## src/hdl/ued_pkg.sv

```systemverilog
// types, constants and helpers for the backslash-u escape decoder
// no dependencies
package ued_pkg;

  localparam int unsigned CHAR_W     = 16;
  localparam int unsigned DIGIT_W    = 4;
  localparam int unsigned TAKEN_W    = 3;
  localparam int unsigned OUT_DEPTH  = 3;
  localparam int unsigned CNT_W      = 2;

  localparam logic [CHAR_W-1:0]  CH_BACKSLASH = 16'h005C;
  localparam logic [CHAR_W-1:0]  CH_LOWER_U   = 16'h0075;
  localparam logic [TAKEN_W-1:0] ESC_DIGITS   = 3'd4;

  typedef enum logic [1:0] {
    MODE_NORMAL  = 2'd0,
    MODE_PENDING = 2'd1,
    MODE_ESCAPE  = 2'd2
  } mode_e;

  typedef struct packed {
    logic [CHAR_W-1:0] char_out;
    logic              end_of_text;
  } ued_beat_t;

  typedef struct packed {
    logic               is_hex;
    logic [DIGIT_W-1:0] value;
  } hex_digit_t;

  function automatic hex_digit_t hex_digit(input logic [CHAR_W-1:0] c);
    hex_digit_t r;
    logic [CHAR_W-1:0] t;
    r = '0;
    t = '0;
    if (c inside {[16'h0030 : 16'h0039]}) begin
      t = c - 16'h0030;
      r.is_hex = 1'b1;
    end else if (c inside {[16'h0061 : 16'h0066]}) begin
      t = c - 16'h0057;
      r.is_hex = 1'b1;
    end else if (c inside {[16'h0041 : 16'h0046]}) begin
      t = c - 16'h0037;
      r.is_hex = 1'b1;
    end
    r.value = t[DIGIT_W-1:0];
    return r;
  endfunction

endpackage

```

## src/hdl/ued_in_if.sv

```systemverilog
// input channel of the escape decoder: one escaped character per beat
// depends on ued_pkg
interface ued_in_if import ued_pkg::*; ();
  logic              valid;
  logic              ready;
  logic [CHAR_W-1:0] char_in;
  logic              last_in;

  modport source (output valid, output char_in, output last_in, input ready);
  modport sink   (input valid, input char_in, input last_in, output ready);
endinterface

```

## src/hdl/ued_out_if.sv

```systemverilog
// output channel of the escape decoder: one decoded code unit per beat
// depends on ued_pkg
interface ued_out_if import ued_pkg::*; ();
  logic              valid;
  logic              ready;
  logic [CHAR_W-1:0] char_out;
  logic              end_of_text;

  modport source (output valid, output char_out, output end_of_text, input ready);
  modport sink   (input valid, input char_out, input end_of_text, output ready);
endinterface

```

## src/hdl/unicode_escape_decoder.sv

```systemverilog
// backslash-u escape decoder top level: decode state plus a three-beat output queue
// depends on ued_pkg, ued_in_if, ued_out_if
//
//   channel  dir  beat                       handshake
//   in_i     in   char_in[15:0], last_in     valid/ready
//   out_o    out  char_out[15:0], end_of_text valid/ready
//
// one character is taken per cycle; its zero, one or two results go into the
// output queue in the same edge and the head shows on out_o the cycle after.
// in_i.ready is high while the queue holds at most one beat, so a steady
// stream runs at one character per cycle; a two-result character drops
// in_i.ready for the next cycle, and for longer while out_o is not drained.
// reset clears the decode state and empties the queue.
module unicode_escape_decoder import ued_pkg::*; (
  input  logic     clk_i,
  input  logic     rst_ni,
  ued_in_if.sink   in_i,
  ued_out_if.source out_o
);

  mode_e              mode_q, mode_d;
  logic [TAKEN_W-1:0] taken_q, taken_d;
  logic [CHAR_W-1:0]  hex_q, hex_d;
  logic               stopped_q, stopped_d;

  ued_beat_t          slot_q [OUT_DEPTH];
  ued_beat_t          slot_d [OUT_DEPTH];
  logic [CNT_W-1:0]   cnt_q, cnt_d;

  logic               accept, pop;
  logic [1:0]         n_res;
  ued_beat_t          res0, res1;
  hex_digit_t         dig;
  logic [CHAR_W-1:0]  hex_nx;
  logic [TAKEN_W-1:0] taken_nx;
  logic [CNT_W-1:0]   base;

  assign in_i.ready        = (cnt_q <= CNT_W'(1));
  assign accept            = in_i.valid & in_i.ready;
  assign out_o.valid       = (cnt_q != '0);
  assign out_o.char_out    = slot_q[0].char_out;
  assign out_o.end_of_text = slot_q[0].end_of_text;
  assign pop               = out_o.valid & out_o.ready;
  assign dig               = hex_digit(in_i.char_in);

  // decode of the accepted character
  always_comb begin
    mode_d    = mode_q;
    taken_d   = taken_q;
    hex_d     = hex_q;
    stopped_d = stopped_q;
    n_res     = 2'd0;
    res0      = '0;
    res1      = '0;
    hex_nx    = hex_q;
    taken_nx  = taken_q + TAKEN_W'(1);

    if (!stopped_q && dig.is_hex) begin
      hex_nx = {hex_q[CHAR_W-DIGIT_W-1:0], dig.value};
    end

    if (accept) begin
      case (mode_q)
        MODE_PENDING: begin
          if (in_i.char_in == CH_LOWER_U) begin
            mode_d    = MODE_ESCAPE;
            taken_d   = '0;
            hex_d     = '0;
            stopped_d = 1'b0;
            if (in_i.last_in) begin
              n_res = 2'd1;
              res0  = '{char_out: '0, end_of_text: 1'b1};
            end
          end else begin
            mode_d = MODE_NORMAL;
            res0   = '{char_out: CH_BACKSLASH, end_of_text: 1'b0};
            n_res  = 2'd1;
            if (in_i.char_in == CH_BACKSLASH && !in_i.last_in) begin
              mode_d = MODE_PENDING;
            end else begin
              n_res = 2'd2;
              res1  = '{char_out: in_i.char_in, end_of_text: in_i.last_in};
            end
          end
        end
        MODE_ESCAPE: begin
          hex_d     = hex_nx;
          stopped_d = stopped_q | ~dig.is_hex;
          taken_d   = taken_nx;
          if (taken_nx >= ESC_DIGITS || in_i.last_in) begin
            n_res     = 2'd1;
            res0      = '{char_out: hex_nx, end_of_text: in_i.last_in};
            mode_d    = MODE_NORMAL;
            taken_d   = '0;
            hex_d     = '0;
            stopped_d = 1'b0;
          end
        end
        default: begin
          // normal mode, and the unused code behaves the same
          mode_d = MODE_NORMAL;
          if (in_i.char_in == CH_BACKSLASH && !in_i.last_in) begin
            mode_d = MODE_PENDING;
          end else begin
            n_res = 2'd1;
            res0  = '{char_out: in_i.char_in, end_of_text: in_i.last_in};
          end
        end
      endcase

      if (in_i.last_in) begin
        mode_d    = MODE_NORMAL;
        taken_d   = '0;
        hex_d     = '0;
        stopped_d = 1'b0;
      end
    end
  end

  // output queue: head in slot 0, shift on pop, append behind the survivors
  always_comb begin
    for (int i = 0; i < OUT_DEPTH; i++) begin
      slot_d[i] = slot_q[i];
    end
    base = cnt_q;
    if (pop) begin
      for (int i = 0; i < OUT_DEPTH - 1; i++) begin
        slot_d[i] = slot_q[i+1];
      end
      base = cnt_q - CNT_W'(1);
    end
    for (int i = 0; i < OUT_DEPTH; i++) begin
      if (n_res != 2'd0 && base == CNT_W'(i)) begin
        slot_d[i] = res0;
      end
      if (n_res == 2'd2 && base + CNT_W'(1) == CNT_W'(i)) begin
        slot_d[i] = res1;
      end
    end
    cnt_d = base + CNT_W'(n_res);
  end

  always_ff @(posedge clk_i or negedge rst_ni) begin
    if (!rst_ni) begin
      mode_q    <= MODE_NORMAL;
      taken_q   <= '0;
      hex_q     <= '0;
      stopped_q <= 1'b0;
      cnt_q     <= '0;
    end else begin
      mode_q    <= mode_d;
      taken_q   <= taken_d;
      hex_q     <= hex_d;
      stopped_q <= stopped_d;
      cnt_q     <= cnt_d;
    end
  end

  always_ff @(posedge clk_i) begin
    for (int i = 0; i < OUT_DEPTH; i++) begin
      slot_q[i] <= slot_d[i];
    end
  end

endmodule

```

## src/flat_wrapper.sv

```systemverilog
// flat-port wrapper written by rule: the top's interface ports become plain ports
module unicode_escape_decoder_flat import ued_pkg::*;
  (clk_i, rst_ni, in_i_valid, in_i_char_in, in_i_last_in, in_i_ready, out_o_valid, out_o_char_out, out_o_end_of_text, out_o_ready);
  ued_in_if in_i_i ();
  ued_out_if out_o_i ();
  input  logic clk_i;
  input  logic rst_ni;
  input wire logic [$bits(in_i_i.valid)-1:0] in_i_valid;
  input wire logic [$bits(in_i_i.char_in)-1:0] in_i_char_in;
  input wire logic [$bits(in_i_i.last_in)-1:0] in_i_last_in;
  output wire logic [$bits(in_i_i.ready)-1:0] in_i_ready;
  output wire logic [$bits(out_o_i.valid)-1:0] out_o_valid;
  output wire logic [$bits(out_o_i.char_out)-1:0] out_o_char_out;
  output wire logic [$bits(out_o_i.end_of_text)-1:0] out_o_end_of_text;
  input wire logic [$bits(out_o_i.ready)-1:0] out_o_ready;
  assign in_i_i.valid = in_i_valid;
  assign in_i_i.char_in = in_i_char_in;
  assign in_i_i.last_in = in_i_last_in;
  assign in_i_ready = in_i_i.ready;
  assign out_o_valid = out_o_i.valid;
  assign out_o_char_out = out_o_i.char_out;
  assign out_o_end_of_text = out_o_i.end_of_text;
  assign out_o_i.ready = out_o_ready;
  unicode_escape_decoder u_core (.clk_i(clk_i), .rst_ni(rst_ni), .in_i(in_i_i), .out_o(out_o_i));
endmodule
```

## config.mk

```make
export PLATFORM = sky130hd
export DESIGN_NAME = unicode_escape_decoder_flat
export DESIGN_NICKNAME = d
export VERILOG_FILES = /design/src/hdl/ued_pkg.sv /design/src/hdl/ued_in_if.sv /design/src/hdl/ued_out_if.sv /design/src/hdl/unicode_escape_decoder.sv /design/src/flat_wrapper.sv
export SDC_FILE = /design/constraint.sdc
export NUM_CORES = 1
export LEC_CHECK = 0
export ABC_AREA = 0
export CAP_MARGIN = 20
export CELL_PAD_IN_SITES_DETAIL_PLACEMENT = 0
export CELL_PAD_IN_SITES_GLOBAL_PLACEMENT = 1
export CORE_UTILIZATION = 54
export DETAILED_ROUTE_END_ITERATION = 16
export DONT_BUFFER_PORTS = 1
export PLACE_DENSITY = 0.95
export SETUP_SLACK_MARGIN = 0.02
export SYNTH_ARGS = -nofsm -noshare
export SYNTH_HDL_FRONTEND = slang
export SYNTH_SLANG_ARGS = --single-unit
```

## constraint.sdc

```tcl
create_clock -name clk_i -period 7 [get_ports clk_i]
set_clock_uncertainty 0.15 [all_clocks]
set_input_delay 1.4 -clock clk_i [delete_from_list [all_inputs] [get_ports clk_i]]
set_output_delay 1.4 -clock clk_i [all_outputs]
set_load 0.01 [all_outputs]
```

==> results of run 1 <==
## through the flow
stage	hold slack, ns	instance area (um2)
final	0.339	4740
after global routing	0.374	4740
after CTS	0.346	4740
after detailed placement	0.334	4550
after global placement	0.319	4550
after floorplan	0.307	4650
## where the power goes
part           switching [mW]  leakage [nW]  internal [mW]
clock                   0.181        0.0921          0.134
combinational           0.283         0.794          0.140
sequential             0.0684         0.809          0.682
total                   0.532          1.69          0.956
## synth_stat cells, types with 9 or more instances
| cell type | number | area [um2] |
|---|---|---|
| edfxtp_1 | 51 | 1530 |
| nand2_1 | 51 | 191 |
| o21ai_0 | 45 | 225 |
| dfrtp_1 | 24 | 601 |
| buf_4 | 23 | 173 |
| a22o_1 | 22 | 193 |
| a21oi_1 | 21 | 105 |
| nand3_1 | 19 | 95.1 |
| a221oi_1 | 16 | 140 |
| inv_1 | 16 | 60.1 |
| nor2_1 | 14 | 52.6 |
| clkbuf_1 | 11 | 41.3 |
| ha_1 | 9 | 113 |
| o21ai_1 | 9 | 45.0 |
| o22ai_1 | 9 | 56.3 |
## cell type report
type                       instances  area [um2]  area share
timing repair buffer               5        37.5     0.00791
tap                              105         131      0.0277
inverter                          16        60.1      0.0127
sequential                        75        2130       0.449
clock buffer                       9         124      0.0261
multi-input combinational        326        2200       0.464
clock inverter                     7        58.8      0.0124
## state kept, by name, summed over array words and instances (netlist names)
register,cells
u_core.taken_q,3
u_core.slot_q,51
u_core.mode_q,2
u_core.cnt_q,2
u_core.hex_q,16
u_core.stopped_q,1
## cells by family (layout without fill, tap and decap cells)
| logic type | count (synthesis) | after routing |
|---|---|---|
| adders and majority gates | 9 | 9 |
| and+or+nand+nor | 124 | 124 |
| AOI/OAI and AO/OA | 172 | 172 |
| buffers and inverters | 60 | 37 |
| DFF | 75 | 75 |
| xor gates and xnor gates | 5 | 5 |
| muxes | 16 | 16 |
## per-layer routing
layer	vias up	wire (um)	GRT usage
met5	-	0	0
met1	1761	4920	0.367
met4	0	214	0.109
met3	21	864	0.0564
met2	201	5360	0.433
li1	1692	-	-
## worst paths after layout
check | startpoint | end | slack (ns)
max in group asynchronous | rst_ni | u_core.hex_q[9] | 6.04
hold reg to reg | u_core.taken_q[0] | u_core.taken_q[0] | 0.34
hold / removal | u_core.taken_q[0] | u_core.taken_q[0] | 0.34
setup reg to reg | u_core.cnt_q[0] | u_core.slot_q[0][42] | 3.34
min in group asynchronous | rst_ni | u_core.taken_q[2] | 0.58
setup / recovery | in_i_char_in[1] | u_core.slot_q[0][18] | 2.53
==> flow_metrics.tcl, run 1 <==
set metrics [dict create \
    seq_area_frac_synth 0.458 \
    relSlewSlack 0.305 \
    crit_top_cell "inv_1" \
    cp_top_family "simple AND/OR/NAND/NOR gates" \
    synth_nets 491 \
    final_cells 543 \
    synth_seq_cells 75 \
    grt_pass1_wl_um 18600 \
    clock-sinks 75 \
    cts-root-buf "clkbuf_8" \
    io_pins 40 \
    cts.clk_slew.worst_paths_ns 0.09 \
    vias_per_cell 6.77 \
    place_ws_ns 2.20 \
    synthMuxAreaShare 0.0376 \
    overflow 0 \
    fill_cells 699 \
    synthArstFlopShare 0.320 \
    path_buf_inv 2 \
    synth-simple-area-share 0.137 \
    power_density_nw_per_um2 314 \
    hold_violations 0 \
    cpMaxStageDelayCell "nand3_1" \
    cp.required_ns 6.73 \
    syn_area_um2 4650 \
    cellLeakagePower_nw 1.69 \
    power_mw 1.49 \
    clk_latency_ns 0.35 \
    grt_pass1_vias 3594 \
    worstPathArrival_ns 4.19 \
    crit_cells 8 \
    initial_utilization 0.561 \
    min_path_cells 1 \
    core_um2 8300 \
    cts_resized 0 \
    diodes 0 \
    grt_usage 0.274 \
    postSynthCellCount 461 \
    critical_path.max_fanout 19 \
    drt_iter0_markers 491 \
    drv_cap 0 \
    startpoint_type "input pin" \
    maxClockFrequency_mhz 224 \
    worst_pin_slew_ns 1.04 \
    post_cts_buffers 0 \
    wl_per_cell_um 20.9 \
    fin_crit_sh 0.638 \
    wirelength_um 11400 \
    area_delta_synth_final_pct 1.91 \
    slowest_delay_ns 0.72 \
    setup_violations 0 \
    final_cell_mix "nand2_1, edfxtp_1, o21ai_0" \
    cts.htree.levels 3 \
    outcome "completed" \
    crit_type "input pin to flop" \
    dp_hpwl_um 8410 \
    gp_congestion 0.912 \
    ys_types 65 \
    period_needed_ns 4.47 \
    cts_hold_buf 0 \
    grt_max_degree 36 \
    cts_tree "built" \
    die-area_um2 8990 \
    synth_edf_count 51 \
    rows 33 \
    drc_errors 0 \
    rsz0062_at_grt "false" \
    portBuffers 0 \
    cts_buffers 9 \
    floorplan.die.height_um 94.8 \
    synth_top_family_by_area "compound AO/OA/AOI/OAI gates" \
    synth_compound_area_frac 0.262 \
    clk_path_buf_depth 2 \
    layout-drive-gt1-share 0.121 \
    finalSetupTns_ns 0 \
    antenna_found_initial 0 \
    synth_xor_area_frac 0.00941 \
    die_w_um 94.8 \
    fin_nets 463 \
    worst_slack_ns 2.53 \
    worstSetupEndpointType "flop" \
    utilization 0.572 \
    synth-adder-area-share 0.0242 \
    ir_drop_mv 0.128 \
    path_cells "inv_1, ha_1, inv_1, nor4_1, a21oi_1, o211ai_2, or3_1, nand3_1" \
    vias 3675 \
    drv_slew 0 \
    syn_avg_cell_area_um2 10.1 \
    ant_nets 0 \
    ff2ff_path_depth 10 \
    placedCellCount 526 \
    synth_top_flop_cell "edfxtp_1" \
    hold_class "flop to flop" \
    first_pass_iters 5 \
    ys_warn_count 0 \
]
Note: power is estimated with default switching activity, not from simulation.
==> run 2, diff against run 1 <==
--- a/config.mk
+++ b/config.mk
@@ -9,10 +9,10 @@
 export CAP_MARGIN = 20
 export CELL_PAD_IN_SITES_DETAIL_PLACEMENT = 0
 export CELL_PAD_IN_SITES_GLOBAL_PLACEMENT = 1
-export CORE_UTILIZATION = 54
+export CORE_UTILIZATION = 50
 export DETAILED_ROUTE_END_ITERATION = 16
 export DONT_BUFFER_PORTS = 1
-export PLACE_DENSITY = 0.95
+export PLACE_DENSITY = 0.89
 export SETUP_SLACK_MARGIN = 0.02
 export SYNTH_ARGS = -nofsm -noshare
 export SYNTH_HDL_FRONTEND = slang
==> constraint.sdc (replaced) <==
create_clock -name clk_i -period 4.6 [get_ports clk_i]
set_clock_uncertainty 0.15 [all_clocks]
set_input_delay 0.92 -clock clk_i [delete_from_list [all_inputs] [get_ports clk_i]]
set_output_delay 0.92 -clock clk_i [all_outputs]
set_load 0.01 [all_outputs]
==> run 2 against run 1 <==
The run now ends with design-rule violations left. Clock-buffer cell count grew 1. Non-clock buffer count grew 4. Register-to-register slack lost 2.6 ns. Global-route usage shrank 0.92 points. Critical endpoint is now u_core.slot_q[0][41]. Largest cell class unchanged. Largest power group unchanged. Highest routed layer unchanged.
==> flow_metrics.tcl, run 2 (synthesis gave the netlist of run 1 again) <==
set metrics [dict create \
    relSlewSlack 0.276 \
    ff2ff_path_depth 10 \
    worst_slack_ns 0.789 \
    grt_max_degree 36 \
    cp.required_ns 4.49 \
    period_needed_ns 3.81 \
    drc_errors 1 \
    cts_resized 0 \
    layout-drive-gt1-share 0.127 \
    portBuffers 0 \
    slowest_delay_ns 0.89 \
    dp_hpwl_um 8590 \
    r2r_end "u_core.slot_q[0][41]" \
    grt_usage 0.264 \
    outcome "finished with violations" \
    cts_hold_buf 0 \
    gp_congestion 0.905 \
    area_delta_synth_final_pct 4.03 \
    clk_path_buf_depth 2 \
    io_pins 40 \
    largest_reg_flops 51 \
    cellLeakagePower_nw 1.75 \
    rsz0062_at_grt "false" \
    die-area_um2 9700 \
    r2r_start "u_core.cnt_q[1]" \
    reg_top3 "u_core.slot_q: 51 flops, u_core.hex_q: 16 flops, u_core.taken_q: 3 flops" \
    crit_top_cell "inv_1" \
    ant_nets 0 \
    overflow 0 \
    cpMaxStageDelayCell "nor3_1" \
    antenna_found_initial 0 \
    cts-root-buf "clkbuf_8" \
    grt_pass1_vias 3454 \
    fin_nets 467 \
    worst_pin_slew_ns 1.08 \
    fin_crit_sh 0.828 \
    ir_drop_mv 0.179 \
    drv_slew 0 \
    cts_buffers 9 \
    wirelength_um 12400 \
    clk_latency_ns 0.36 \
    maxClockFrequency_mhz 262 \
    clock-sinks 75 \
    setup_violations 0 \
    place_ws_ns 0.646 \
    worstPathArrival_ns 3.70 \
    drt_iter0_markers 423 \
    cts.clk_slew.worst_paths_ns 0.08 \
    violations "design-rule violations" \
    crit_type "flop to flop" \
    crit_cells 10 \
    diodes 0 \
    largest_register "u_core.slot_q" \
    core_um2 8850 \
    rrSetupSlack_ns 0.79 \
    post_cts_buffers 0 \
    fill_cells 772 \
    grt_pass1_wl_um 19600 \
    hold_violations 0 \
    die_w_um 98.5 \
    drv_cap 0 \
    critical_path.max_fanout 17 \
    cts.htree.levels 3 \
    startpoint_type "flop" \
    finalSetupTns_ns 0 \
    crit_start "u_core.cnt_q[1]" \
    initial_utilization 0.526 \
    final_cell_mix "nand2_1, edfxtp_1, o21ai_0" \
    hold_class "input pin to async pin" \
    rows 34 \
    worstSetupEndpointType "flop" \
    cp_top_family "simple AND/OR/NAND/NOR gates" \
    path_buf_inv 3 \
    cts_tree "built" \
    wl_per_cell_um 22.6 \
    first_pass_iters 13 \
    cp-endpoint "u_core.slot_q[0][41]" \
    floorplan.die.height_um 98.5 \
    path_cells "inv_1, ha_1, nand2b_1, nor2_1, a21oi_1, nand2_1, nor3_1, inv_1, o31ai_2, buf_4" \
    vias_per_cell 6.88 \
    vias 3784 \
    power_density_nw_per_um2 507 \
]
==> run 2: changes by cell type in the layout (fill, tap and decap cells not counted) <==
| cell | change |
|---|---|
| clkinv_4 | -1 |
| clkbuf_1 | +1 |
| buf_6 | +2 |
| inv_8 | -1 |
| clkinvlp_4 | -1 |
| buf_4 | +2 |
| inv_6 | -1 |
| bufinv_16 | +3 |
==> run 2: layout make-up <==
type	instances	area (um2)	share of cell area
Clock buffer	10	128	0.0264
Clock inverter	6	113	0.0233
Inverter	16	60.1	0.0124
Multi-Input combinational cell	326	2200	0.454
Sequential cell	75	2130	0.440
Tap cell	108	135	0.0279
Timing Repair Buffer	9	75.1	0.0155
==> run 2: metrics by stage <==
step           instances  power [mW]  cell area (um2)   util  hold WS, ns
6_report             550        2.46             4840  0.547       0.0917
3_3_place_gp         532        1.79             4580  0.518        0.322
4_1_cts              550        2.45             4840  0.547       0.0803
5_1_grt              550        2.57             4840  0.547       0.0728
3_5_place_dp         534        1.83             4600  0.520        0.343
2_1_floorplan        461        1.73             4650      -        0.307
==> run 2: worst min path at each step <==
stage                            from                 to  slack (ns)  depth (start not counted)
floorplan           u_core.taken_q[0]  u_core.taken_q[0]        0.31                          1
global placement    u_core.taken_q[0]  u_core.taken_q[0]        0.32                          1
detailed placement  u_core.taken_q[0]  u_core.taken_q[0]        0.34                          1
CTS                            rst_ni    u_core.hex_q[1]        0.08                          0
global route                   rst_ni    u_core.hex_q[3]        0.07                          0
finish                         rst_ni   u_core.mode_q[0]        0.09                          0
==> run 2: layer usage <==
metal	GRT usage	wire [um]	up-vias	share of wire
met5	0	0	-	0
met4	0.111	356	0	0.029
met3	0.0667	1200	32	0.096
met2	0.382	5480	217	0.44
met1	0.378	5400	1831	0.43
li1	-	-	1704	-
==> run 2: where the power goes <==
group	leakage, nW	internal, mW	switching, mW
combinational	0.816	0.236	0.454
sequential	0.809	1.03	0.102
clock	0.121	0.363	0.266
total	1.75	1.63	0.823
==> run 3, diff against run 2 <==
==> constraint.sdc (replaced) <==
create_clock -name clk_i -period 3.7 [get_ports clk_i]
set_clock_uncertainty 0.15 [all_clocks]
set_input_delay 0.74 -clock clk_i [delete_from_list [all_inputs] [get_ports clk_i]]
set_output_delay 0.74 -clock clk_i [all_outputs]
set_load 0.01 [all_outputs]
==> run 3 against run 2 <==
The run still ends with design-rule violations left. Critical path depth did not move. Register-to-register slack got worse by 0.32 ns. Clock power rose by 14%. Core utilization rose by 0.78 points. Sequential power rose by 23%. Power rose by 21%.
==> flow_metrics.tcl, run 3 (synthesis gave the netlist of run 1 again) <==
set metrics [dict create \
    period_needed_ns 3.23 \
    clk_latency_ns 0.35 \
    gp_congestion 0.915 \
    startpoint_type "flop" \
    grt_pass1_wl_um 19000 \
    ff2ff_path_depth 10 \
    place_ws_ns -0.00397 \
    maxClockFrequency_mhz 309 \
    largest_register "u_core.slot_q" \
    first_pass_iters 14 \
    worst_slack_ns 0.466 \
    io_pins 40 \
    wl_per_cell_um 20.6 \
    fin_hold_ws_ns 0.0397 \
    reg_top3 "u_core.slot_q: 51 flops, u_core.hex_q: 16 flops, u_core.taken_q: 3 flops" \
    clock-sinks 75 \
    cts_buffers 9 \
    cts.htree.levels 3 \
    wirelength_um 11500 \
    rows 34 \
    placedCellCount 542 \
    clk_path_buf_depth 2 \
    initial_utilization 0.526 \
    r2r_start "u_core.cnt_q[1]" \
    finalSetupTns_ns 0 \
    power_density_nw_per_um2 607 \
    portBuffers 0 \
    dp_hpwl_um 8150 \
    die-area_um2 9700 \
    final_cells 560 \
    critical_path.max_fanout 17 \
    relSlewSlack 0.556 \
    grt_max_degree 33 \
    drv_slew 0 \
    cts-root-buf "clkbuf_8" \
    drv_cap 0 \
    ir_drop_mv 0.226 \
    largest_reg_flops 51 \
    rrSetupSlack_ns 0.47 \
    hold_violations 0 \
    grt_usage 0.252 \
    outcome "finished with violations" \
    fin_nets 477 \
    violations "design-rule violations" \
    cts.clk_slew.worst_paths_ns 0.08 \
    antenna_found_initial 0 \
    cellLeakagePower_nw 1.79 \
    grt_pass1_vias 3515 \
    vias_per_cell 6.71 \
    overflow 0 \
    layout-drive-gt1-share 0.148 \
    diodes 0 \
    final_cell_mix "nand2_1, edfxtp_1, o21ai_0" \
    area_delta_synth_final_pct 5.51 \
    ant_nets 0 \
    crit_type "flop to flop" \
    drc_errors 1 \
    die_w_um 98.5 \
    floorplan.die.height_um 98.5 \
    vias 3755 \
    setup_violations 0 \
    cp.required_ns 3.59 \
    r2r_end "u_core.slot_q[0][41]" \
    worst_pin_slew_ns 0.665 \
    cts_tree "built" \
    worstPathArrival_ns 3.12 \
    rsz0062_at_grt "false" \
    hold_class "input pin to async pin" \
    core_um2 8850 \
    worstSetupEndpointType "flop" \
    drt_iter0_markers 347 \
    fin_crit_sh 0.874 \
]
## run 3: what timing repair did
action | CTS | global route
hold buffers | 1 | 0
setup endpoints to repair | 0 | 17
gates resized for setup | 0 | 1
setup buffers | 0 | 0
endpoints found under the hold margin | 24 | 0
## run 3: cell type report
cell class | instances | area (um2)
Fill cell | 756 | 3940
Multi-Input combinational cell | 326 | 2200
Sequential cell | 75 | 2130
Timing Repair Buffer | 19 | 155
Tap cell | 108 | 135
Clock buffer | 9 | 124
Clock inverter | 7 | 100
Inverter | 16 | 60.1
## run 3: through the flow
stage | total power [mW] | utilization | cell area, um2
after floorplan | 2.15 | - | 4650
after global placement | 2.22 | 0.526 | 4650
after detailed placement | 2.25 | 0.526 | 4650
after CTS | 2.97 | 0.554 | 4900
after global routing | 3.14 | 0.555 | 4910
final | 2.98 | 0.555 | 4910
## run 3: worst max-delay path by stage
stage	from	to	slack (ns)	depth (start not counted)
2_1_floorplan	in_i_char_in[1]	u_core.slot_q[0][34]	0.25	7
3_3_place_gp	in_i_char_in[1]	u_core.slot_q[0][50]	0.08	11
3_5_place_dp	in_i_char_in[1]	u_core.slot_q[0][46]	-0.004	11
4_1_cts	u_core.cnt_q[1]	u_core.slot_q[0][41]	0.11	10
5_1_grt	u_core.cnt_q[1]	u_core.slot_q[0][36]	0.25	10
6_report	u_core.cnt_q[1]	u_core.slot_q[0][41]	0.47	10
## run 3: critical path: stages, from the launching register on
cell and delay, ns:
dfrtp_1 0.41, inv_1 0.09, ha_1 0.16, nand2b_1 0.25, nor2_1 0.09, a21oi_1 0.36
nand2_1 0.18, nor3_2 0.51, inv_1 0.28, o31ai_2 0.12, buf_4 0.30
## run 3: power by group
| group | internal (mW) | switching (mW) | total [mW] | leakage (nW) |
|---|---|---|---|---|
| Sequential | 1.29 | 0.118 | 1.40 | 0.809 |
| Clock | 0.386 | 0.332 | 0.718 | 0.109 |
| Combinational | 0.307 | 0.554 | 0.861 | 0.867 |
| Total | 1.98 | 1.00 | 2.98 | 1.79 |
## run 3: layer usage
| layer | track usage | vias to the layer above | wire [um] | part of all wire |
|---|---|---|---|---|
| li1 | - | 1724 | - | - |
| met1 | 0.368 | 1799 | 5150 | 0.45 |
| met2 | 0.384 | 212 | 5140 | 0.45 |
| met3 | 0.0418 | 20 | 1050 | 0.091 |
| met4 | 0.0815 | 0 | 167 | 0.015 |
| met5 | 0 | - | 0 | 0 |
